$ cat config.mk
export PLATFORM = sky130hd
export DESIGN_NAME = cplm_log_cell
export DESIGN_NICKNAME = d
export VERILOG_FILES = /design/src/rtl/cplm_pkg.sv /design/src/rtl/cplm_log_cell.sv
export SDC_FILE = /design/constraint.sdc
export NUM_CORES = 2
export LEC_CHECK = 0
export ABC_AREA = 1
export BUFFER_PORTS_ARGS = -buffer_cell sky130_fd_sc_hd__buf_4
export CORE_MARGIN = 2
export CORE_UTILIZATION = 59
export CTS_CLUSTER_DIAMETER = 120
export DETAILED_ROUTE_END_ITERATION = 12
export GPL_ROUTABILITY_DRIVEN = 0
export GPL_TIMING_DRIVEN = 0
export PLACE_DENSITY_LB_ADDON = 0.15
export SYNTH_ARGS = -nofsm -noshare
export SYNTH_HDL_FRONTEND = slang
export SYNTH_SLANG_ARGS = --single-unit
$ cat constraint.sdc
create_clock -name i_clk -period 16.3 [get_ports i_clk]
set_input_delay 3.26 -clock i_clk [delete_from_list [all_inputs] [get_ports i_clk]]
set_output_delay 3.26 -clock i_clk [all_outputs]
set_load 0.03 [all_outputs]
$ cat src/rtl/cplm_pkg.sv
// Package for the complex pixel log magnitude core.
// Shared constants and the configuration register codes; no dependencies.
`default_nettype none
package cplm_pkg;

    // ln(2) in unsigned Q0.32, rounded
    localparam logic [31:0] LN2_Q32 = 32'd2977044472;

    // Square root datapath: radicand (re^2+im^2) << 16, padded to an even width
    localparam int SUM_W   = 17;
    localparam int RAD_W   = 34;
    localparam int ROOT_W  = 17;
    localparam int REM_W   = 19;
    localparam int SQRT_STEPS = RAD_W / 2;

    // Mantissa in Q1.30 for the log squaring chain
    localparam int MANT_W  = 31;
    localparam int EXP_W   = 4;

    // Divider: eight quotient bits, remainder one bit wider than the divisor
    localparam int DIV_STEPS = 8;
    localparam int NORM_W  = 16;
    localparam int DREM_W  = 17;
    localparam int WIDTH_W = 13;
    localparam int CFG_W   = 16;

    // Configuration register indexes
    typedef enum logic {
        CFG_IMAGE_WIDTH = 1'b0,
        CFG_NORM_VALUE  = 1'b1
    } t_cfg_idx;

endpackage
`default_nettype wire

$ cat src/rtl/cplm_log_cell.sv
// One fraction bit cell of the log2 chain: square the mantissa and renormalise.
// Depends on cplm_pkg.
`default_nettype none
module cplm_log_cell #(
    parameter int FRAC_W = 13
) (
    input  wire logic                          i_clk,
    input  wire logic                          i_rst_n,
    input  wire logic                          i_en,
    input  wire logic                          i_valid,
    input  wire logic [cplm_pkg::MANT_W-1:0]   i_mant,
    input  wire logic [cplm_pkg::EXP_W-1:0]    i_exp,
    input  wire logic [FRAC_W-1:0]             i_frac,
    output logic                               o_valid,
    output logic [cplm_pkg::MANT_W-1:0]        o_mant,
    output logic [cplm_pkg::EXP_W-1:0]         o_exp,
    output logic [FRAC_W-1:0]                  o_frac
);
    logic                            r_valid;
    logic [cplm_pkg::MANT_W-1:0]     r_mant, n_mant;
    logic [cplm_pkg::EXP_W-1:0]      r_exp;
    logic [FRAC_W-1:0]               r_frac, n_frac;
    logic [2*cplm_pkg::MANT_W-1:0]   sq;
    logic [cplm_pkg::MANT_W:0]       t;

    // Square, drop the low fraction, halve when the square reaches two
    always_comb begin
        sq     = i_mant * i_mant;
        t      = sq[2*cplm_pkg::MANT_W-1 -: cplm_pkg::MANT_W+1];
        n_mant = t[cplm_pkg::MANT_W] ? t[cplm_pkg::MANT_W:1] : t[cplm_pkg::MANT_W-1:0];
        n_frac = {i_frac[FRAC_W-2:0], t[cplm_pkg::MANT_W]};
    end

    always_ff @(posedge i_clk) begin
        if (!i_rst_n) begin
            r_valid <= 1'b0;
        end else if (i_en) begin
            r_valid <= i_valid;
        end
    end

    always_ff @(posedge i_clk) begin
        if (i_en) begin
            r_mant <= n_mant;
            r_exp  <= i_exp;
            r_frac <= n_frac;
        end
    end

    assign o_valid = r_valid;
    assign o_mant  = r_mant;
    assign o_exp   = r_exp;
    assign o_frac  = r_frac;
endmodule
`default_nettype wire

==> results.tsv <==
stage	metric	value	unit
worst_setup_path	worst reg2reg setup slack	15660	ps
global_routing	M2 GR Usage	0.5921	
worst_setup_path	CP endpoint	o_mant[30]	
yosys	Compound-Gate Fraction of Synth Area	0.01723	
place	Area after DPL	32670	µm²
route	1st-pass router iterations	6	
finish	share of cells above drive strength 1	0.03539	
cts	CTS tree	built	
yosys	synthesized instance count	3907	
worst_setup_path	Worst Path Arrival	11700	ps
sta	min cycle time layout	11680	ps
worst_setup_path	RR Endpoint	o_valid	
cts	post-cts gate resize count	0	
yosys	count of flip-flops with a built-in enable after synthesis	48	
sta	clk_skew	0	ps
worst_setup_path	critical path capture point type	flip-flop	
outcome	status	finished clean	
worst_hold_path	Hold/Removal Path Class	reg2reg	
place	pre-CTS WS	4516	ps
yosys	Mapped Nets	4975	
yosys	simple logic cell fraction of the synthesized area	0.1618	
worst_setup_path	critical-path maximum fanout	10	
worst_setup_path	CP Launch Point	i_mant[13]	
yosys	XOR/XNOR Fraction of Synth Area	0.008737	
yosys	library cells used by synthesis	38	
worst_setup_path	worst reg-to-reg path cell count	2	
worst_setup_path	Worst Path Required	16310	ps
global_routing	met1 GRT Util	0.4740	
finish	antenna cells	0	
floorplanning	num ports	101	
worst_setup_path	r2r startpoint	o_valid	
global_routing	largest net degree at the start of global routing	51	
cts	CTS buffer count	5	
floorplanning	row cnt	84	
yosys	Post-Syn Area	31080	µm²
floorplanning	Starting Density	0.5937	
yosys	synth top area cells	fa_1 48%, inv_1 16%, nand2_1 13%	
place	HPWL Detailed	77720	µm
place	Port-buffer cells	97	
sta	slew margin rel.	0.1558	
cts	Post-CTS Setup Bufs	0	
yosys	#FFs+latches synth	49	
route	via count	24330	
yosys	average footprint of a synthesized cell	7.954	µm²
route	DRT antenna net count	0	
worst_setup_path	Crit Path Category	in2reg	
sta	min setup slack post-route	4617	ps
sta	RSZ-0062 raised after global routing	no	
yosys	ys flop type	edfxtp_1	
yosys	Synthesis Warnings	0	
sta	Final Max Tran Viols	0	
sta	Final Hold Viols	0	
floorplanning	chip width	233.5	µm
floorplanning	Die ar.	54520	µm²
cts	Max Root-Sink Buffers	2	
cts	Hold Buf Count CTS	0	
finish	Area Growth Syn to Fin	5.556	%
place	Inst Count DP	4692	
sta	Final Cycle Share	0.7167	
global_routing	GRT Overall Usage	0.3592	
global_routing	initial antenna violation count	0	
route	drt wl/cell	19.64	µm
route	1st-iter DRT viols	2029	
floorplanning	Core Region	52340	µm²
route	Routed WL	92310	µm
floorplanning	DIE HEIGHT	233.5	µm
finish	post-route insts no fill	4700	
cts	H-tree Lvls	2	
sta	maximum clock rate	85.60	MHz
sta	final setup violation count	0	
worst_setup_path	Startpoint Class	primary input	
global_routing	met3 Usage GRT	0.06018	
yosys	ys async rst share	0	
finish	Post-layout nets	5079	
route	# DRC	0	
route	via/cell ratio	5.177	
global_routing	grt ovf	0	
cts	clk sink count	49	
global_routing	first-pass GRT wire length	143700	µm
yosys	Synth top area share	0.4812	
yosys	Synth area leader	fa_1	
global_routing	vias in the first global route	25480	
sta	Worst Max-Slew Pin Slew	1266	ps
finish	post-route cell area	32800	µm²
global_routing	most crowded layer after global routing	met2	
cts	Clock Root Buffer	clkbuf_16	
yosys	combinational family with the most area after synthesis	adder cells	
cts	clock-pin transition on the worst setup and hold timing paths	60	ps
sta	Final TNS setup	0	ps
run	Max Cap Viol	0	
yosys	mux cell area share after synthesis	0	
yosys	Seq/Total Area, Yosys	0.04703	
cts	clk_lat worst skew	290	ps
yosys	Adder-Cell Fraction of Synth Area	0.5895	
## placed cells by master (no fill, tap or decap), types with 4 or more instances in the layout
cell / instances
a21oi_1: 57
buf_1: 11
buf_4: 97
buf_6: 6
clkbuf_1: 83
clkbuf_16: 5
edfxtp_1: 48
fa_1: 747
ha_1: 269
inv_1: 1336
inv_2: 5
nand2_1: 1046
nand2_2: 9
nand3_1: 64
nand3b_1: 4
nand4_1: 15
nor2_1: 105
nor2_4: 4
nor3_1: 8
nor4_1: 4
o21ai_0: 18
o21bai_1: 12
or2_2: 4
xnor2_1: 10
xor2_1: 21
## worst min path at each step
stage,from,end,slack (ps),depth (start not counted)
after floorplan,o_valid,o_valid,660,2
after global placement,o_valid,o_valid,530,2
after detailed placement,o_valid,o_valid,530,2
after CTS,o_valid,o_valid,540,2
after global routing,o_valid,o_valid,570,2
final,o_valid,o_valid,540,2
## routing by layer
| metal | vias to the layer above | wire length, µm | part of all wire |
|---|---|---|---|
| met5 | - | 0 | 0 |
| met4 | 0 | 4927 | 0.053 |
| met3 | 257 | 8708 | 0.094 |
| met2 | 1156 | 42970 | 0.47 |
| met1 | 11830 | 35710 | 0.39 |
| li1 | 11090 | - | - |
## critical path, stage by stage
cell      delay [ps]
buf_4            120
clkbuf_1         890
clkbuf_1         970
nand2_1          210
fa_1             600
inv_1             70
fa_1             480
inv_1             60
fa_1             500
fa_1             520
inv_1             60
fa_1             550
fa_1             430
fa_1             550
fa_1             490
ha_1             370
nand2_1          110
nor2_1           260
nand2_1          140
nor2_1           180
nand2_1           70
nand2_1          120
nand2_1          110
nand2_2           90
nand2_2           70
nand2_4          110
buf_6            160
nand3_1          130
## cell usage after synthesis, types with 2 or more instances
cell,number
a21o_1,2
a21oi_1,57
a21oi_2,2
a31o_2,2
and2_0,2
buf_1,11
buf_6,6
clkbuf_1,83
edfxtp_1,48
fa_1,747
ha_1,269
inv_1,1336
inv_2,5
nand2_1,1046
nand2_2,9
nand3_1,64
nand3b_1,4
nand4_1,15
nor2_1,105
nor2_2,3
nor2_4,4
nor3_1,8
nor4_1,4
o21ai_0,18
o21bai_1,12
or2_2,4
xnor2_1,10
xor2_1,21
## flip-flops by register name (all words and copies together) (netlist names)
name	cells
o_exp	4
o_frac	13
o_mant	31
o_valid	1
## logic make-up (layout without fill, tap and decap cells)
family | after synthesis | count (layout)
AOI/OAI and AO/OA | 96 | 96
xor gates and xnor gates | 31 | 31
adders and majority gates | 1016 | 1016
buffers and inverters | 1442 | 1547
DFF | 49 | 49
and+or+nand+nor | 1273 | 1273
## stage by stage
step	hold slack [ps]	util
after CTS	540.4	0.6267
after global routing	574.5	0.6267
after global placement	526.1	0.6241
after floorplan	655.0	-
after detailed placement	532.1	0.6241
final	537.0	0.6267
## layout make-up
| type | instances | area (µm²) |
|---|---|---|
| Timing Repair Buffer | 97 | 728.2 |
| Clock inverter | 3 | 12.51 |
| Tap cell | 688 | 860.8 |
| Buffer | 101 | 425.4 |
| Multi-Input combinational cell | 2416 | 24160 |
| Sequential cell | 49 | 1461 |
| Fill cell | 4713 | 19540 |
| Clock buffer | 5 | 125.1 |
| Inverter | 1341 | 5034 |
Power is not shown: default switching activity piles up to over one toggle a cycle in this logic, so the estimate is an artifact.
