<file path="src/rtl/cplm_pkg.sv">
// Package for the complex pixel log magnitude core.
// Shared constants and the configuration register codes; no dependencies.
`default_nettype none
package cplm_pkg;

    // ln(2) in unsigned Q0.32, rounded
    localparam logic [31:0] LN2_Q32 = 32'd2977044472;

    // Square root datapath: radicand (re^2+im^2) << 16, padded to an even width
    localparam int SUM_W   = 17;
    localparam int RAD_W   = 34;
    localparam int ROOT_W  = 17;
    localparam int REM_W   = 19;
    localparam int SQRT_STEPS = RAD_W / 2;

    // Mantissa in Q1.30 for the log squaring chain
    localparam int MANT_W  = 31;
    localparam int EXP_W   = 4;

    // Divider: eight quotient bits, remainder one bit wider than the divisor
    localparam int DIV_STEPS = 8;
    localparam int NORM_W  = 16;
    localparam int DREM_W  = 17;
    localparam int WIDTH_W = 13;
    localparam int CFG_W   = 16;

    // Configuration register indexes
    typedef enum logic {
        CFG_IMAGE_WIDTH = 1'b0,
        CFG_NORM_VALUE  = 1'b1
    } t_cfg_idx;

endpackage
`default_nettype wire

</file>
<file path="src/rtl/cplm_div_cell.sv">
// One quotient bit cell of the restoring divider by the normalisation value.
// Depends on cplm_pkg.
`default_nettype none
module cplm_div_cell (
    input  wire logic                          i_clk,
    input  wire logic                          i_rst_n,
    input  wire logic                          i_en,
    input  wire logic                          i_valid,
    input  wire logic [cplm_pkg::NORM_W-1:0]   i_norm,
    input  wire logic [cplm_pkg::DREM_W-1:0]   i_rem,
    input  wire logic [7:0]                    i_lo,
    input  wire logic [7:0]                    i_quo,
    input  wire logic                          i_sat,
    output logic                               o_valid,
    output logic [cplm_pkg::DREM_W-1:0]        o_rem,
    output logic [7:0]                         o_lo,
    output logic [7:0]                         o_quo,
    output logic                               o_sat
);
    logic                            r_valid;
    logic [cplm_pkg::DREM_W-1:0]     r_rem, n_rem, t;
    logic [7:0]                      r_lo, r_quo;
    logic                            r_sat;
    logic                            ge;

    // Shift in the next dividend bit and subtract where it fits; a zero divisor
    // yields a zero quotient, so a zero log under a zero norm gives zero
    always_comb begin
        t     = {i_rem[cplm_pkg::DREM_W-2:0], i_lo[7]};
        ge    = (t >= {1'b0, i_norm}) && (i_norm != '0);
        n_rem = ge ? (t - {1'b0, i_norm}) : t;
    end

    always_ff @(posedge i_clk) begin
        if (!i_rst_n) begin
            r_valid <= 1'b0;
        end else if (i_en) begin
            r_valid <= i_valid;
        end
    end

    always_ff @(posedge i_clk) begin
        if (i_en) begin
            r_rem <= n_rem;
            r_lo  <= {i_lo[6:0], 1'b0};
            r_quo <= {i_quo[6:0], ge};
            r_sat <= i_sat;
        end
    end

    assign o_valid = r_valid;
    assign o_rem   = r_rem;
    assign o_lo    = r_lo;
    assign o_quo   = r_quo;
    assign o_sat   = r_sat;
endmodule
`default_nettype wire

</file>
<file path="config.mk">
export PLATFORM = sky130hd
export DESIGN_NAME = cplm_div_cell
export DESIGN_NICKNAME = d
export VERILOG_FILES = /design/src/rtl/cplm_pkg.sv /design/src/rtl/cplm_div_cell.sv
export SDC_FILE = /design/constraint.sdc
export NUM_CORES = 1
export LEC_CHECK = 0
export BUFFER_PORTS_ARGS = -buffer_cell sky130_fd_sc_hd__buf_2
export CAP_MARGIN = 5
export CORE_ASPECT_RATIO = 1.5
export CORE_MARGIN = 4
export CORE_UTILIZATION = 44
export CTS_CLUSTER_DIAMETER = 80
export DETAILED_ROUTE_END_ITERATION = 10
export MAX_ROUTING_LAYER = met4
export PLACE_DENSITY_LB_ADDON = 0.25
export SYNTH_ARGS = -nofsm -noshare
export SYNTH_HDL_FRONTEND = slang
export SYNTH_SLANG_ARGS = --single-unit
</file>
<file path="constraint.sdc">
create_clock -name i_clk -period 1.9 [get_ports i_clk]
set_input_delay 0.095 -clock i_clk [delete_from_list [all_inputs] [get_ports i_clk]]
set_output_delay 0.095 -clock i_clk [all_outputs]
set_load 0.1 [all_outputs]
</file>
==> metrics.txt <==
number of stages on the worst setup path=10; count of buffers from port buffering=85; dominant synthesized flop cell=sky130_fd_sc_hd__edfxtp_1; count of flip-flops with a built-in enable after synthesis=33; Cell Rows=31; unrepaired setup endpoints after global routing=true; final worst path period need=1.94 ns; Max stage delay cell, worst path=sky130_fd_sc_hd__o41a_1; depth of the worst register-to-register path=2; layout cell share with drive strength beyond 1=0.554; run status=complete, but fails checks; placed instance count=391; initial cell density of the core=0.459; data arrival time of the critical path=1.97 ns; Yosys warning total=0; startpoint of the lowest-slack register-to-register path=o_valid$_SDFFE_PN0P_; total placed instance area=3210 um2; area delta synth->final=65.9%; cells taking the most area after synthesis=sky130_fd_sc_hd__edfxtp_1 44%, sky130_fd_sc_hd__ha_1 8.9%, sky130_fd_sc_hd__mux2_4 4.7%; highest ir drop seen on vdd=around 430 uV; deepest level of the CTS H-tree=2; combined global-route utilization of all metal layers=0.197; overall die area=6320 um2; total vias in the final route=2,192; Worst Setup Path Type=primary input to register; FMAX=between 0.5 and 0.6 GHz; final design instance area without fill=3720 um2; antenna violations before repair=0; post-synthesis cell type with the largest combined area=sky130_fd_sc_hd__edfxtp_1; Routed WL per cell=15.8 um; Clock Latency Late Sink=between 0.2 and 0.3 ns; worst stage delay on the critical path=0.48 ns; buffering stage count on the worst path with inverters included=2; area share of the leading cell type in the synthesized netlist=0.442; Longest Clk Path Bufs=2; width of the chip=66.3 um; largest fanout on the critical path=4; path type of the worst min-delay path=primary input to register; source of the critical timing path=i_lo[7]; total half-perimeter wirelength after legalization and detailed placement=4.63 mm; core outline area=4890 um2; Top Family by Delay on Critical Path=compound AO/OA/AOI/OAI gates; number of max-slew violations in the final report=0; global-route wire length before repair=9.34 mm; total power per unit cell area=a little over 800 nW/um2; detailed-route vias per instance=5.13; critical path, cell by cell=buf_6 > inv_4 > ha_4 > fa_2 > nand2b_4 > a21oi_4 > o41a_1 > a221o_1 > a211oi_2 > o22ai_1; final net count=roughly 430; share of the cycle needed by the critical path after routing=1.02; number of violations reported at the end of detailed-routing iteration 0=64; DRC=0; total number of clock tree sinks=34; synthesized netlist net count=269; clock-pin slew on the worst setup and hold paths=0.07 ns; worst reg2reg endpoint=o_valid$_SDFFE_PN0P_; Post-Place Setup Slack=-0.351 ns; Worst Path Required=approximately 1.9 ns; part of the Yosys area used for sequential elements=0.451; number of nets with antenna violations after detailed routing=0; setup slack, reg-to-reg=between 1 and 1.5 ns; height of the die=95.4 um; vias in the first global route=2,173; Clock Skew=0 ns; diode insertion count for antenna repair=0; Total Routed Length=6.76 mm; Avg Inst Size Synth=11.3 um2; largest net degree at the start of global routing=18; number of non-filler instances in the completed layout=427; root buffer cell=sky130_fd_sc_hd__clkbuf_8; Boundary Pins=89; post-synthesis sequential element count=34; failing checks=negative setup slack; TritonCTS clock tree=built; final weighted congestion in routability-driven placement=0.867; Synth top cells by count=33 x sky130_fd_sc_hd__edfxtp_1, 20 x sky130_fd_sc_hd__inv_1, 16 x sky130_fd_sc_hd__ha_1, 14 x sky130_fd_sc_hd__a21oi_1; reported leakage power=1.71 nW; Maximum Capacitance Violations=0; cts bufs inserted=5; most common cell in the synthesized netlist=sky130_fd_sc_hd__edfxtp_1; worst setup path end=o_rem[12]$_DFFE_PP_; summed instance area of the synthesized netlist=2240 um2; startpoint class of the critical path=primary input; async set-reset flop share out of synthesis=0; setup violators final=6; final worst-path setup slack=-0.0393 ns; 1st-pass router iterations=4; Crit. End Element=register; distinct cell type count after synthesis=51; remaining global-route overflow=0; hold violation count in the final report=0; number of instances in the synthesized netlist=~200
-- report_power, final --
| group | leakage, nW | total (mW) | internal (mW) | switching [mW] |
|---|---|---|---|---|
| Sequential | 0.331 | 0.959 | 0.938 | 0.0215 |
| Combinational | 1.34 | 1.58 | 0.528 | 1.06 |
| Clock | 0.0426 | 0.515 | 0.252 | 0.263 |
-- registers in the layout (all words and copies together), names as in the netlist --
| register | flops |
|---|---|
| o_valid | 1 |
| o_rem | 17 |
| o_sat | 1 |
| o_quo | 8 |
| o_lo | 7 |
-- layer usage --
metal | part of all wire | global-route usage | vias to the layer above
met5 | 0 | - | -
met4 | 0.023 | 0.0695 | 0
met3 | 0.051 | 0.0354 | 13
met2 | 0.58 | 0.372 | 69
met1 | 0.35 | 0.199 | 1044
li1 | - | - | 1066
-- stage by stage --
step	hold WS [ns]	TNS, ns	power, mW	utilization
global placement	0.271	-4.27	2.39	0.656
detailed placement	0.273	-4.79	2.41	0.656
floorplan	0.194	-0.935	2.07	-
CTS	0.0255	-0.0182	2.95	0.705
finish	0.0439	-0.0743	3.06	0.761
global route	0.0634	-0.478	3.17	0.761
-- final cells by class --
type	count	area (um2)
clock inverters	2	8.76
multi-input cells	139	1370
inverters	20	87.6
repair buffers	160	1080
well taps	66	82.6
fillers	340	1170
clock buffers	6	72.6
flip-flops and latches	34	1010
-- cell families after synthesis --
logic type	Yosys count	share of synthesized area
xor+xnor	11	0.0463
compound gates	50	0.173
simple gates	48	0.109
fa+ha+maj	17	0.0983
other cells	1	0.00167
flops	34	0.451
mux	12	0.0704
buf+inv	25	0.0497
-- worst min-delay path by stage --
stage / to / slack (ns) / depth (start not counted) / startpoint
floorplan: o_lo[1]$_DFFE_PP_ / 0.19 / 0 / i_lo[0]
global placement: o_lo[2]$_DFFE_PP_ / 0.27 / 1 / i_lo[1]
detailed placement: o_lo[2]$_DFFE_PP_ / 0.27 / 1 / i_lo[1]
CTS: o_valid$_SDFFE_PN0P_ / 0.03 / 2 / i_rst_n
global route: o_valid$_SDFFE_PN0P_ / 0.06 / 2 / i_rst_n
finish: o_valid$_SDFFE_PN0P_ / 0.04 / 2 / i_rst_n
-- cell usage in the layout, fill, tap and decap left out, types with 3 or more instances in the layout --
master / netlist / routed
sky130_fd_sc_hd__inv_1: 20 / 13
sky130_fd_sc_hd__a21o_1: 6 / 6
sky130_fd_sc_hd__ha_1: 16 / 3
sky130_fd_sc_hd__xnor2_1: 5 / 5
sky130_fd_sc_hd__o21ai_0: 7 / 5
sky130_fd_sc_hd__a21oi_1: 14 / 12
sky130_fd_sc_hd__xor2_1: 5 / 5
sky130_fd_sc_hd__mux2i_1: 3 / 3
sky130_fd_sc_hd__mux2_4: 7 / 7
sky130_fd_sc_hd__buf_2: 2 / 81
sky130_fd_sc_hd__nor4_1: 4 / 4
sky130_fd_sc_hd__ha_4: 0 / 12
sky130_fd_sc_hd__dlygate4sd3_1: 0 / 15
sky130_fd_sc_hd__clkbuf_8: 0 / 5
sky130_fd_sc_hd__buf_6: 1 / 5
sky130_fd_sc_hd__nor3_1: 4 / 4
sky130_fd_sc_hd__nand2_1: 11 / 11
sky130_fd_sc_hd__inv_2: 0 / 4
sky130_fd_sc_hd__nor2_1: 11 / 11
sky130_fd_sc_hd__edfxtp_1: 33 / 33
sky130_fd_sc_hd__or3_1: 3 / 3
sky130_fd_sc_hd__buf_4: 2 / 57
-- repair_timing --
| item | in CTS | in global routing |
|---|---|---|
| endpoints found under the hold margin | 15 | 0 |
| cloned | 0 | 1 |
| gates resized for setup | 1 | 34 |
| setup buffers | 0 | 12 |
| pin swaps | 1 | 21 |
| hold buffers | 15 | 0 |
| endpoints found under the setup margin | 8 | 15 |
Power figures use the tool's default switching activity.
