File: src/rtl/cplm_pkg.sv
// Package for the complex pixel log magnitude core.
// Shared constants and the configuration register codes; no dependencies.
`default_nettype none
package cplm_pkg;

    // ln(2) in unsigned Q0.32, rounded
    localparam logic [31:0] LN2_Q32 = 32'd2977044472;

    // Square root datapath: radicand (re^2+im^2) << 16, padded to an even width
    localparam int SUM_W   = 17;
    localparam int RAD_W   = 34;
    localparam int ROOT_W  = 17;
    localparam int REM_W   = 19;
    localparam int SQRT_STEPS = RAD_W / 2;

    // Mantissa in Q1.30 for the log squaring chain
    localparam int MANT_W  = 31;
    localparam int EXP_W   = 4;

    // Divider: eight quotient bits, remainder one bit wider than the divisor
    localparam int DIV_STEPS = 8;
    localparam int NORM_W  = 16;
    localparam int DREM_W  = 17;
    localparam int WIDTH_W = 13;
    localparam int CFG_W   = 16;

    // Configuration register indexes
    typedef enum logic {
        CFG_IMAGE_WIDTH = 1'b0,
        CFG_NORM_VALUE  = 1'b1
    } t_cfg_idx;

endpackage
`default_nettype wire

File: src/rtl/cplm_sqrt_cell.sv
// One digit cell of the restoring integer square root chain.
// Depends on cplm_pkg.
`default_nettype none
module cplm_sqrt_cell (
    input  wire logic                          i_clk,
    input  wire logic                          i_rst_n,
    input  wire logic                          i_en,
    input  wire logic                          i_valid,
    input  wire logic [cplm_pkg::RAD_W-1:0]    i_rad,
    input  wire logic [cplm_pkg::REM_W-1:0]    i_rem,
    input  wire logic [cplm_pkg::ROOT_W-1:0]   i_root,
    output logic                               o_valid,
    output logic [cplm_pkg::RAD_W-1:0]         o_rad,
    output logic [cplm_pkg::REM_W-1:0]         o_rem,
    output logic [cplm_pkg::ROOT_W-1:0]        o_root
);
    logic                            r_valid;
    logic [cplm_pkg::RAD_W-1:0]      r_rad, n_rad;
    logic [cplm_pkg::REM_W-1:0]      r_rem, n_rem;
    logic [cplm_pkg::ROOT_W-1:0]     r_root, n_root;
    logic [cplm_pkg::REM_W+1:0]      t, trial;
    logic                            ge;

    // Bring down two radicand bits and try the next root bit
    always_comb begin
        t      = {i_rem, i_rad[cplm_pkg::RAD_W-1 -: 2]};
        trial  = {2'b00, i_root, 2'b01};
        ge     = (t >= trial);
        n_rem  = ge ? cplm_pkg::REM_W'(t - trial) : t[cplm_pkg::REM_W-1:0];
        n_root = {i_root[cplm_pkg::ROOT_W-2:0], ge};
        n_rad  = {i_rad[cplm_pkg::RAD_W-3:0], 2'b00};
    end

    always_ff @(posedge i_clk) begin
        if (!i_rst_n) begin
            r_valid <= 1'b0;
        end else if (i_en) begin
            r_valid <= i_valid;
        end
    end

    always_ff @(posedge i_clk) begin
        if (i_en) begin
            r_rad  <= n_rad;
            r_rem  <= n_rem;
            r_root <= n_root;
        end
    end

    assign o_valid = r_valid;
    assign o_rad   = r_rad;
    assign o_rem   = r_rem;
    assign o_root  = r_root;

`ifndef NO_ASSERTIONS
    // Partial remainder never exceeds twice the partial root
    a_rem_bound: assert property (@(posedge i_clk) disable iff (!i_rst_n)
        r_valid |-> ({1'b0, r_rem} <= {2'b00, r_root, 1'b0}))
        else $error("sqrt remainder out of bound");
`endif
endmodule
`default_nettype wire

File: config.mk
export PLATFORM = sky130hd
export DESIGN_NAME = cplm_sqrt_cell
export DESIGN_NICKNAME = d
export VERILOG_FILES = /design/src/rtl/cplm_pkg.sv /design/src/rtl/cplm_sqrt_cell.sv
export SDC_FILE = /design/constraint.sdc
export NUM_CORES = 1
export LEC_CHECK = 0
export BUFFER_PORTS_ARGS = -buffer_cell sky130_fd_sc_hd__clkbuf_2
export CAP_MARGIN = 20
export CORE_MARGIN = 8
export CORE_UTILIZATION = 40
export CTS_BUF_LIST = sky130_fd_sc_hd__clkbuf_4
export CTS_CLUSTER_DIAMETER = 80
export DETAILED_ROUTE_END_ITERATION = 12
export PLACE_DENSITY = 0.75
export SKIP_CTS_REPAIR_TIMING = 1
export SLEW_MARGIN = 10
export SYNTH_ARGS = -nofsm -noshare
export SYNTH_HDL_FRONTEND = slang
export SYNTH_SLANG_ARGS = --single-unit
File: constraint.sdc
create_clock -name i_clk -period 6.3 [get_ports i_clk]
set_input_delay 0.315 -clock i_clk [delete_from_list [all_inputs] [get_ports i_clk]]
set_output_delay 0.315 -clock i_clk [all_outputs]
set_load 0.01 [all_outputs]
==> results.py, run 1 <==
metrics = {
    "status": {
        "outcome": "complete, no violations",
    },
    "logic_synthesis": {
        "synth_compound_area_share_pct": 10.6,
        "synth-simple-area-share_pct": 6.11,
        "avgSynthCellArea_um2": 13.8,
        "yosysUniqueCellTypes": 44,
        "synth_mux_area_share_pct": 7.94,
        "seq_area_frac_synth_pct": 60.3,
        "async_reset_ff_share_pct": 0,
        "synth_top_family_by_area": "compound AO/OA/AOI/OAI gates",
        "synth-edff-count": 68,
        "synth_area_leaders": "edfxtp_1, mux2_4, ha_1",
        "syn_inst": 248,
        "synth_top_area_cell": "edfxtp_1",
        "synth.top_cell.area_share_pct": 59.7,
        "synthXorXnorAreaFrac_pct": 3.84,
        "synth_fa_ha_area_share_pct": 6.95,
        "ys.flop_type": "edfxtp_1",
        "synth-seq-cells": 69,
        "synth_area_mm2": 0.00342,
        "yosysWarnings": 0,
    },
    "detailed_routing": {
        "drc": 0,
        "final_antenna_net_count": 0,
        "drt_first_pass_iters": 4,
        "drt_iter0_drc": 151,
        "vias": 2524,
        "wl_um": 8760,
        "wl_per_cell_um": 17.3,
        "routed_via_density": 4.98,
    },
    "critical_path": {
        "r2r_cells": 2,
        "crit_chain": "clkbuf_2 > inv_1 > ha_1 > nand4_1 > nor4_1 > a2111oi_2 > o21ai_1 > a21o_1 > buf_16 > mux2_4",
        "worstReg2RegEnd": "o_valid$_SDFFE_PN0P_",
        "crit_path_end": "o_rem[13]$_DFFE_PP_",
        "crit_start": "i_root[8]",
        "r2r_setup_slack_ns": 5.70,
        "critPathMaxFanout": 15,
        "crit_type": "in2reg",
        "end_kind": "flip-flop",
        "worstPathRequired_ns": 6.45,
        "r2r-start": "o_valid$_SDFFE_PN0P_",
        "worst_setup_path_start_kind": "primary input",
        "critPathArrivalTime_ns": 2.71,
        "slowest_stage": "ha_1",
        "slowest_delay_ns": 0.45,
    },
    "worst_hold_path": {
        "hold_path_class": "in2reg",
    },
    "pwr": {
        "ir_drop_v": 0.0000859,
        "power_switching_w": 0.000310,
        "clockPowerShare_pct": 25.7,
        "leakage_nw": 2.03,
        "power_density_mw_per_mm2": 254,
        "p_seq_share_pct": 51.3,
        "internal_power_w": 0.000804,
        "swShare_pct": 27.8,
        "p_comb_share_pct": 23.0,
    },
    "clocking": {
        "cts.reportedPaths.clkPinSlew_ns": 0.12,
        "root_buffer": "clkbuf_4",
        "clk_latency_ns": 0.39,
        "cts.sinks": 69,
        "cts.path.max_buffers": 2,
        "numCtsBuffers": 9,
        "cts_tree": "yes",
        "cts_htree_levels": 3,
    },
    "die": {
        "fp-row-count": 33,
        "floorplan.core_area_mm2": 0.00826,
        "initial_core_util_pct": 41.4,
        "ios": 145,
        "die_x_um": 108,
        "die_area_mm2": 0.0118,
        "die_h_um": 108,
    },
    "timing": {
        "slew_headroom_pct": 42.1,
        "setup-tns-final_ns": 0,
        "clock_skew_ns": 0,
        "setup_viol": 0,
        "maxSlewViolCount": 0,
        "finalHoldViolCount": 0,
        "worst_pin_slew_ns": 0.868,
        "fin_ws_ns": 3.75,
        "whs_ns": 0.0817,
        "rsz0062_at_grt": "false",
        "fin_crit_ns": 2.55,
        "fmax_ghz": 0.392,
        "min_period_over_period_pct": 40.5,
    },
    "layout": {
        "utilization_pct": 53.1,
        "antennaDiodeCount": 0,
        "layout_common_cells": "clkbuf_2, edfxtp_1, inv_1, ha_1, mux2_4",
        "syn_to_final_growth_pct": 28.2,
        "drive_above_1_share_pct": 45.3,
        "n_fill_cell": 747,
        "fin_cells": 507,
        "final_common_cell": "clkbuf_2",
        "nets": 490,
    },
    "global_routing": {
        "antenna_found_initial": 0,
        "grt_pass1_wl_um": 13100,
        "grt_use_total_pct": 14.4,
        "grt_pass1_vias": 2598,
        "grt_max_degree": 70,
        "grt_overflow_total": 0,
    },
    "job": {
        "drv_cap": 0,
    },
    "placement": {
        "io_buffers": 142,
        "placed_cells": 490,
        "dp_slack_ns": 3.00,
        "dpl.hpwl_um": 6960,
        "gp_congestion": 0.860,
    },
}
[flip-flops by register name, indices dropped and copies added, names as in the netlist]
| name | count |
|---|---|
| o_rad | 32 |
| o_rem | 19 |
| o_root | 17 |
| o_valid | 1 |
[power groups by stage]
stage / Clock, W / Sequential [W] / Combinational, W
final: 0.000286 / 0.000572 / 0.000256
after global routing: 0.000314 / 0.000577 / 0.000280
after CTS: 0.000295 / 0.000573 / 0.000256
after detailed placement: 0 / 0.000584 / 0.000255
after global placement: 0 / 0.000581 / 0.000249
after floorplan: 0 / 0.000609 / 0.000127
[cell usage after synthesis (2+ instances only)]
cell type	n
o211ai_1	5
o21ai_0	10
mux2i_1	2
a21o_1	4
nand2_1	15
o21ai_1	2
a21oi_1	14
ha_1	19
nor3_1	3
nand4_1	4
inv_1	22
nand2b_1	2
nor2b_1	2
edfxtp_1	68
a211oi_1	4
xnor2_1	8
mux2_4	16
buf_2	2
nor2_1	7
and3_1	2
and2_1	2
xor2_1	7
a21boi_0	2
a31oi_1	2
buf_6	3
buf_4	2
nand3_1	2
[through the flow]
step	cell area [µm²]	power [W]
floorplan	3420	0.000736
global placement	4210	0.000830
detailed placement	4210	0.000838
CTS	4360	0.00112
global route	4380	0.00117
finish	4380	0.00111
[worst max-delay path, delay by kind of cell]
| kind | cells | cell delay [ns] |
|---|---|---|
| buf+inv | 3 | 0.35 |
| mux | 1 | 0.31 |
| fa+ha+maj | 1 | 0.45 |
| simple gates | 2 | 0.64 |
| compound gates | 3 | 0.65 |
[layer usage]
metal | track usage, % | wire length, µm
met4 | 5.38 | 97
met3 | 6.90 | 1210
met5 | 0 | 0
met2 | 25.1 | 4250
met1 | 14.7 | 3200
[area by class of cell]
class                      count  area (µm²)  area share [%]
inverter                      22        82.6            1.88
clock inverter                 7        75.1            1.71
multi-input combinational    151        1220            27.8
sequential                    69        2060            47.0
timing repair buffer         144         746            17.0
clock buffer                   9        67.6            1.54
tap                          105         131            3.00
[logic make-up (layout without fill, tap and decap cells)]
| family | count (synthesis) | after routing |
|---|---|---|
| buf+inv | 29 | 182 |
| fa+ha+maj | 19 | 19 |
| xor+xnor | 15 | 15 |
| flops | 69 | 69 |
| compound gates | 54 | 54 |
| simple gates | 42 | 42 |
| mux | 19 | 19 |
| other cells | 1 | 2 |
[worst min-delay path by stage]
| stage | startpoint | endpoint | slack [ns] | depth (start not counted) |
|---|---|---|---|---|
| finish | i_rad[8] | o_rad[10]$_DFFE_PP_ | 0.08 | 1 |
| global route | i_rad[5] | o_rad[7]$_DFFE_PP_ | 0.04 | 1 |
| CTS | i_rad[8] | o_rad[10]$_DFFE_PP_ | 0.05 | 1 |
| detailed placement | i_rad[8] | o_rad[10]$_DFFE_PP_ | 0.49 | 1 |
| global placement | i_rad[8] | o_rad[10]$_DFFE_PP_ | 0.49 | 1 |
| floorplan | i_rad[8] | o_rad[10]$_DFFE_PP_ | 0.41 | 0 |
Note: power is estimated with default switching activity, not from simulation.
==> run 2, diff against run 1 <==
Clock period 6.3 ns to 2.5 ns, I/O delays scaled along.
==> run 2 against run 1 <==
Effect of this change: setup slack got worse by 3.3 ns; clock skew stayed put; non-clock buffer count rose by 61; critical path type unchanged; largest cell class unchanged.
==> results.py, run 2 (same netlist as run 1, synthesis figures left out) <==
metrics = {
    "critical_path": {
        "slowest_stage": "nor4_1",
        "critPathMaxFanout": 10,
        "critPathArrivalTime_ns": 2.22,
        "path_buf_inv": 3,
        "slowest_delay_ns": 0.41,
        "crit_cells": 10,
        "crit_chain": "clkbuf_2 > inv_1 > ha_1 > nand4_1 > nor4_1 > a2111oi_2 > o21ai_1 > a21o_1 > buf_4 > mux2_4",
        "crit_type": "in2reg",
        "crit_path_end": "o_rem[5]$_DFFE_PP_",
        "crit_family": "simple AND/OR/NAND/NOR gates",
        "worstReg2RegEnd": "o_valid$_SDFFE_PN0P_",
        "r2r_cells": 3,
        "crit_start": "i_root[8]",
        "r2r_setup_slack_ns": 1.30,
        "r2r-start": "o_valid$_SDFFE_PN0P_",
        "end_kind": "flip-flop",
        "worst_setup_path_start_kind": "primary input",
        "worstPathRequired_ns": 2.66,
    },
    "timing": {
        "slew_headroom_pct": 50.7,
        "setup_viol": 0,
        "clock_skew_ns": 0,
        "min_period_over_period_pct": 82.3,
        "rsz0062_at_grt": "false",
        "worst_pin_slew_ns": 0.739,
        "maxSlewViolCount": 0,
        "setup-tns-final_ns": 0,
        "whs_ns": 0.0281,
        "fin_crit_ns": 2.06,
        "finalHoldViolCount": 0,
        "fmax_ghz": 0.486,
    },
    "die": {
        "fp-row-count": 33,
        "floorplan.core_area_mm2": 0.00826,
        "initial_core_util_pct": 41.4,
        "die_h_um": 108,
        "ios": 145,
        "die_area_mm2": 0.0118,
        "die_x_um": 108,
    },
    "detailed_routing": {
        "drt_iter0_drc": 160,
        "drt_first_pass_iters": 4,
        "vias": 2849,
        "wl_um": 10400,
        "final_antenna_net_count": 0,
        "routed_via_density": 5.02,
        "drc": 0,
        "wl_per_cell_um": 18.2,
    },
    "global_routing": {
        "grt_pass1_wl_um": 13500,
        "grt_use_total_pct": 14.8,
        "grt_pass1_vias": 2693,
        "grt_overflow_total": 0,
        "grt_max_degree": 32,
        "antenna_found_initial": 0,
    },
    "pwr": {
        "ir_drop_v": 0.000259,
        "power_w": 0.00311,
        "power_density_mw_per_mm2": 624,
        "leakage_nw": 2.32,
    },
    "clocking": {
        "cts.path.max_buffers": 2,
        "root_buffer": "clkbuf_4",
        "cts.sinks": 69,
        "numCtsBuffers": 9,
        "clk_latency_ns": 0.40,
        "cts_tree": "yes",
        "cts_htree_levels": 3,
        "cts.reportedPaths.clkPinSlew_ns": 0.13,
    },
    "job": {
        "drv_cap": 0,
    },
    "layout": {
        "antennaDiodeCount": 0,
        "largest_reg_flops": 32,
        "regArea_mm2": 0.00206,
        "layout_common_cells": "clkbuf_2, edfxtp_1, dlygate4sd3_1, inv_1, ha_1",
        "drive_above_1_share_pct": 41.9,
        "multi_input_area_mm2": 0.00122,
        "nets": 551,
        "syn_to_final_growth_pct": 46.0,
        "n_fill_cell": 618,
        "final_common_cell": "clkbuf_2",
    },
    "placement": {
        "io_buffers": 142,
        "dpl.hpwl_um": 7240,
        "gp_congestion": 0.903,
    },
    "worst_hold_path": {
        "hold_path_class": "in2reg",
    },
    "status": {
        "outcome": "complete, no violations",
    },
}
## run 2: through the flow
step	utilization, %	cells	worst slack (ns)	cell area, µm²
floorplan	-	249	0.386	3420
global placement	52.1	502	0.120	4300
detailed placement	52.1	502	0.00860	4300
CTS	54.4	518	0.450	4490
global route	60.4	568	0.309	4990
finish	60.4	568	0.443	4990
## run 2: worst min-delay path by stage
| stage | startpoint | to | depth (start not counted) |
|---|---|---|---|
| floorplan | i_rad[8] | o_rad[10]$_DFFE_PP_ | 0 |
| global placement | i_rad[8] | o_rad[10]$_DFFE_PP_ | 1 |
| detailed placement | i_rad[29] | o_rad[31]$_DFFE_PP_ | 1 |
| CTS | i_rad[29] | o_rad[31]$_DFFE_PP_ | 1 |
| global route | i_rem[9] | o_rem[11]$_DFFE_PP_ | 2 |
| finish | i_rem[9] | o_rem[11]$_DFFE_PP_ | 2 |
## run 2: area by class of cell
cell class	count	share of cell area, %
Timing Repair Buffer	205	26.2
Tap cell	105	2.63
Inverter	22	1.65
Clock inverter	6	2.26
Multi-Input combinational cell	151	24.4
Sequential cell	69	41.3
Clock buffer	10	1.50
## run 2: power breakdown
group          switching (W)  internal [W]
registers          0.0000342       0.00141
logic               0.000366      0.000372
clock network       0.000410      0.000520
## run 2: metal layers
metal	global-route usage, %	share of wire [%]	vias to the layer above	routed length (µm)
met5	0	0	-	0
met4	5.87	1.6	0	170
met3	8.15	12	13	1220
met2	25.4	51	144	5290
met1	14.7	35	1348	3680
li1	-	-	1344	-
==> run 3, diff against run 2 <==
Clock period 2.5 ns to 2 ns, I/O delays scaled along.
==> run 3 against run 2 <==
Effect of this change: count of clock-buffer cells in the layout did not move; via count grew 3.2%; largest cell class unchanged; final area up 11%; core utilization is 6.4 points higher; sequential cell count unchanged.
==> results.py, run 3 (same netlist as run 1, synthesis figures left out) <==
metrics = {
    "die": {
        "die_area_mm2": 0.0118,
        "fp-row-count": 33,
        "initial_core_util_pct": 41.4,
        "floorplan.core_area_mm2": 0.00826,
        "ios": 145,
        "die_x_um": 108,
        "die_h_um": 108,
    },
    "clocking": {
        "numCtsBuffers": 9,
        "cts.path.max_buffers": 2,
        "cts.sinks": 69,
        "cts_tree": "yes",
        "root_buffer": "clkbuf_4",
        "cts.reportedPaths.clkPinSlew_ns": 0.10,
        "cts_htree_levels": 3,
        "clk_latency_ns": 0.41,
    },
    "timing": {
        "rsz0062_at_grt": "false",
        "finalHoldViolCount": 0,
        "fin_ws_ns": 0.0855,
        "clock_skew_ns": 0,
        "fin_crit_ns": 1.91,
        "maxSlewViolCount": 0,
        "setup-tns-final_ns": 0,
        "setup_viol": 0,
        "fmax_ghz": 0.522,
        "min_period_over_period_pct": 95.7,
    },
    "layout": {
        "largest_reg_flops": 32,
        "fin_cells": 621,
        "syn_to_final_growth_pct": 61.4,
        "drive_above_1_share_pct": 48.7,
        "layout_common_cells": "clkbuf_2, edfxtp_1, buf_4, dlygate4sd3_1, inv_1",
        "n_fill_cell": 596,
        "nets": 603,
        "final_common_cell": "clkbuf_2",
    },
    "global_routing": {
        "grt_use_total_pct": 15.1,
        "grt_max_degree": 70,
        "grt_pass1_vias": 2782,
        "grt_pass1_wl_um": 13600,
        "grt_overflow_total": 0,
        "antenna_found_initial": 1,
    },
    "critical_path": {
        "r2r-start": "o_valid$_SDFFE_PN0P_",
        "crit_type": "in2reg",
        "end_kind": "flip-flop",
        "crit_start": "i_root[8]",
        "critPathArrivalTime_ns": 2.08,
        "worstPathRequired_ns": 2.17,
        "r2r_setup_slack_ns": 0.85,
        "r2r_cells": 3,
        "critPathMaxFanout": 11,
        "worstReg2RegEnd": "o_valid$_SDFFE_PN0P_",
        "worst_setup_path_start_kind": "primary input",
    },
    "detailed_routing": {
        "wl_um": 10500,
        "drt_first_pass_iters": 4,
        "vias": 2941,
        "drc": 0,
        "wl_per_cell_um": 16.9,
        "wl_met2_um": 5260,
        "wirelength_met1_um": 3930,
        "drt_iter0_drc": 131,
        "final_antenna_net_count": 0,
        "top_layer_used": "met4",
        "wl_met3_um": 1160,
        "routed_via_density": 4.74,
    },
    "placement": {
        "dpl.hpwl_um": 7330,
        "dp_slack_ns": -0.337,
        "gp_congestion": 0.834,
        "io_buffers": 142,
        "placed_cells": 551,
    },
    "job": {
        "drv_cap": 0,
    },
    "worst_hold_path": {
        "holdPathStages": 2,
        "hold_path_class": "in2reg",
        "min_delay_worst_endpoint": "o_rem[14]$_DFFE_PP_",
        "hold_path.startpoint": "i_rem[12]",
    },
    "pwr": {
        "power_density_mw_per_mm2": 729,
        "leakage_nw": 2.58,
        "ir_drop_v": 0.000326,
    },
    "status": {
        "outcome": "complete, no violations",
    },
}
run 3: where the power goes:
group	internal [W]	switching, W	total, W
clock	0.000649	0.000508	0.00116
sequential	0.00176	0.0000433	0.00181
combinational	0.000568	0.000488	0.00106
total	0.00298	0.00104	0.00402
run 3: cell type report:
| cell class | instances | area [µm²] | area share [%] |
|---|---|---|---|
| well taps | 105 | 131 | 2.38 |
| inverters | 22 | 97.6 | 1.77 |
| clock buffers | 10 | 75.1 | 1.36 |
| repair buffers | 257 | 1740 | 31.6 |
| flip-flops and latches | 69 | 2060 | 37.4 |
| multi-input cells | 151 | 1290 | 23.4 |
| diodes | 1 | 2.50 | 0.0454 |
| clock inverters | 6 | 113 | 2.04 |
run 3: worst max-delay path, cell delays in order:
cell	delay, ns
clkbuf_2	0.09
inv_1	0.05
ha_1	0.38
nand4_1	0.17
nor4_2	0.05
buf_4	0.13
a2111oi_4	0.27
o21ai_1	0.14
a21o_1	0.23
buf_12	0.17
mux2_4	0.29
run 3: metrics by stage:
step                      power, W  cell area, µm²  hold slack [ns]  util [%]
after global routing       0.00422            5520           0.0396      66.8
final                      0.00402            5520           0.0629      66.8
after detailed placement   0.00280            4800            0.279      58.1
after floorplan            0.00234            3510            0.199         -
after global placement     0.00277            4800            0.278      58.1
after CTS                  0.00396            4980           -0.180      60.4
run 3: worst max path at each step:
stage / to / slack [ns] / cells after the start
floorplan: o_rem[10]$_DFFE_PP_ / -0.02 / 9
global placement: o_rem[6]$_DFFE_PP_ / -0.28 / 10
detailed placement: o_rem[8]$_DFFE_PP_ / -0.34 / 10
CTS: o_rem[10]$_DFFE_PP_ / 0.12 / 10
global route: o_rem[13]$_DFFE_PP_ / 0.04 / 10
finish: o_rem[10]$_DFFE_PP_ / 0.09 / 11
run 3: per-layer routing:
| metal | vias to the layer above | global-route usage, % |
|---|---|---|
| li1 | 1457 | - |
| met1 | 1358 | 15.6 |
| met2 | 116 | 26.0 |
| met3 | 10 | 7.20 |
| met4 | 0 | 5.87 |
| met5 | - | 0 |
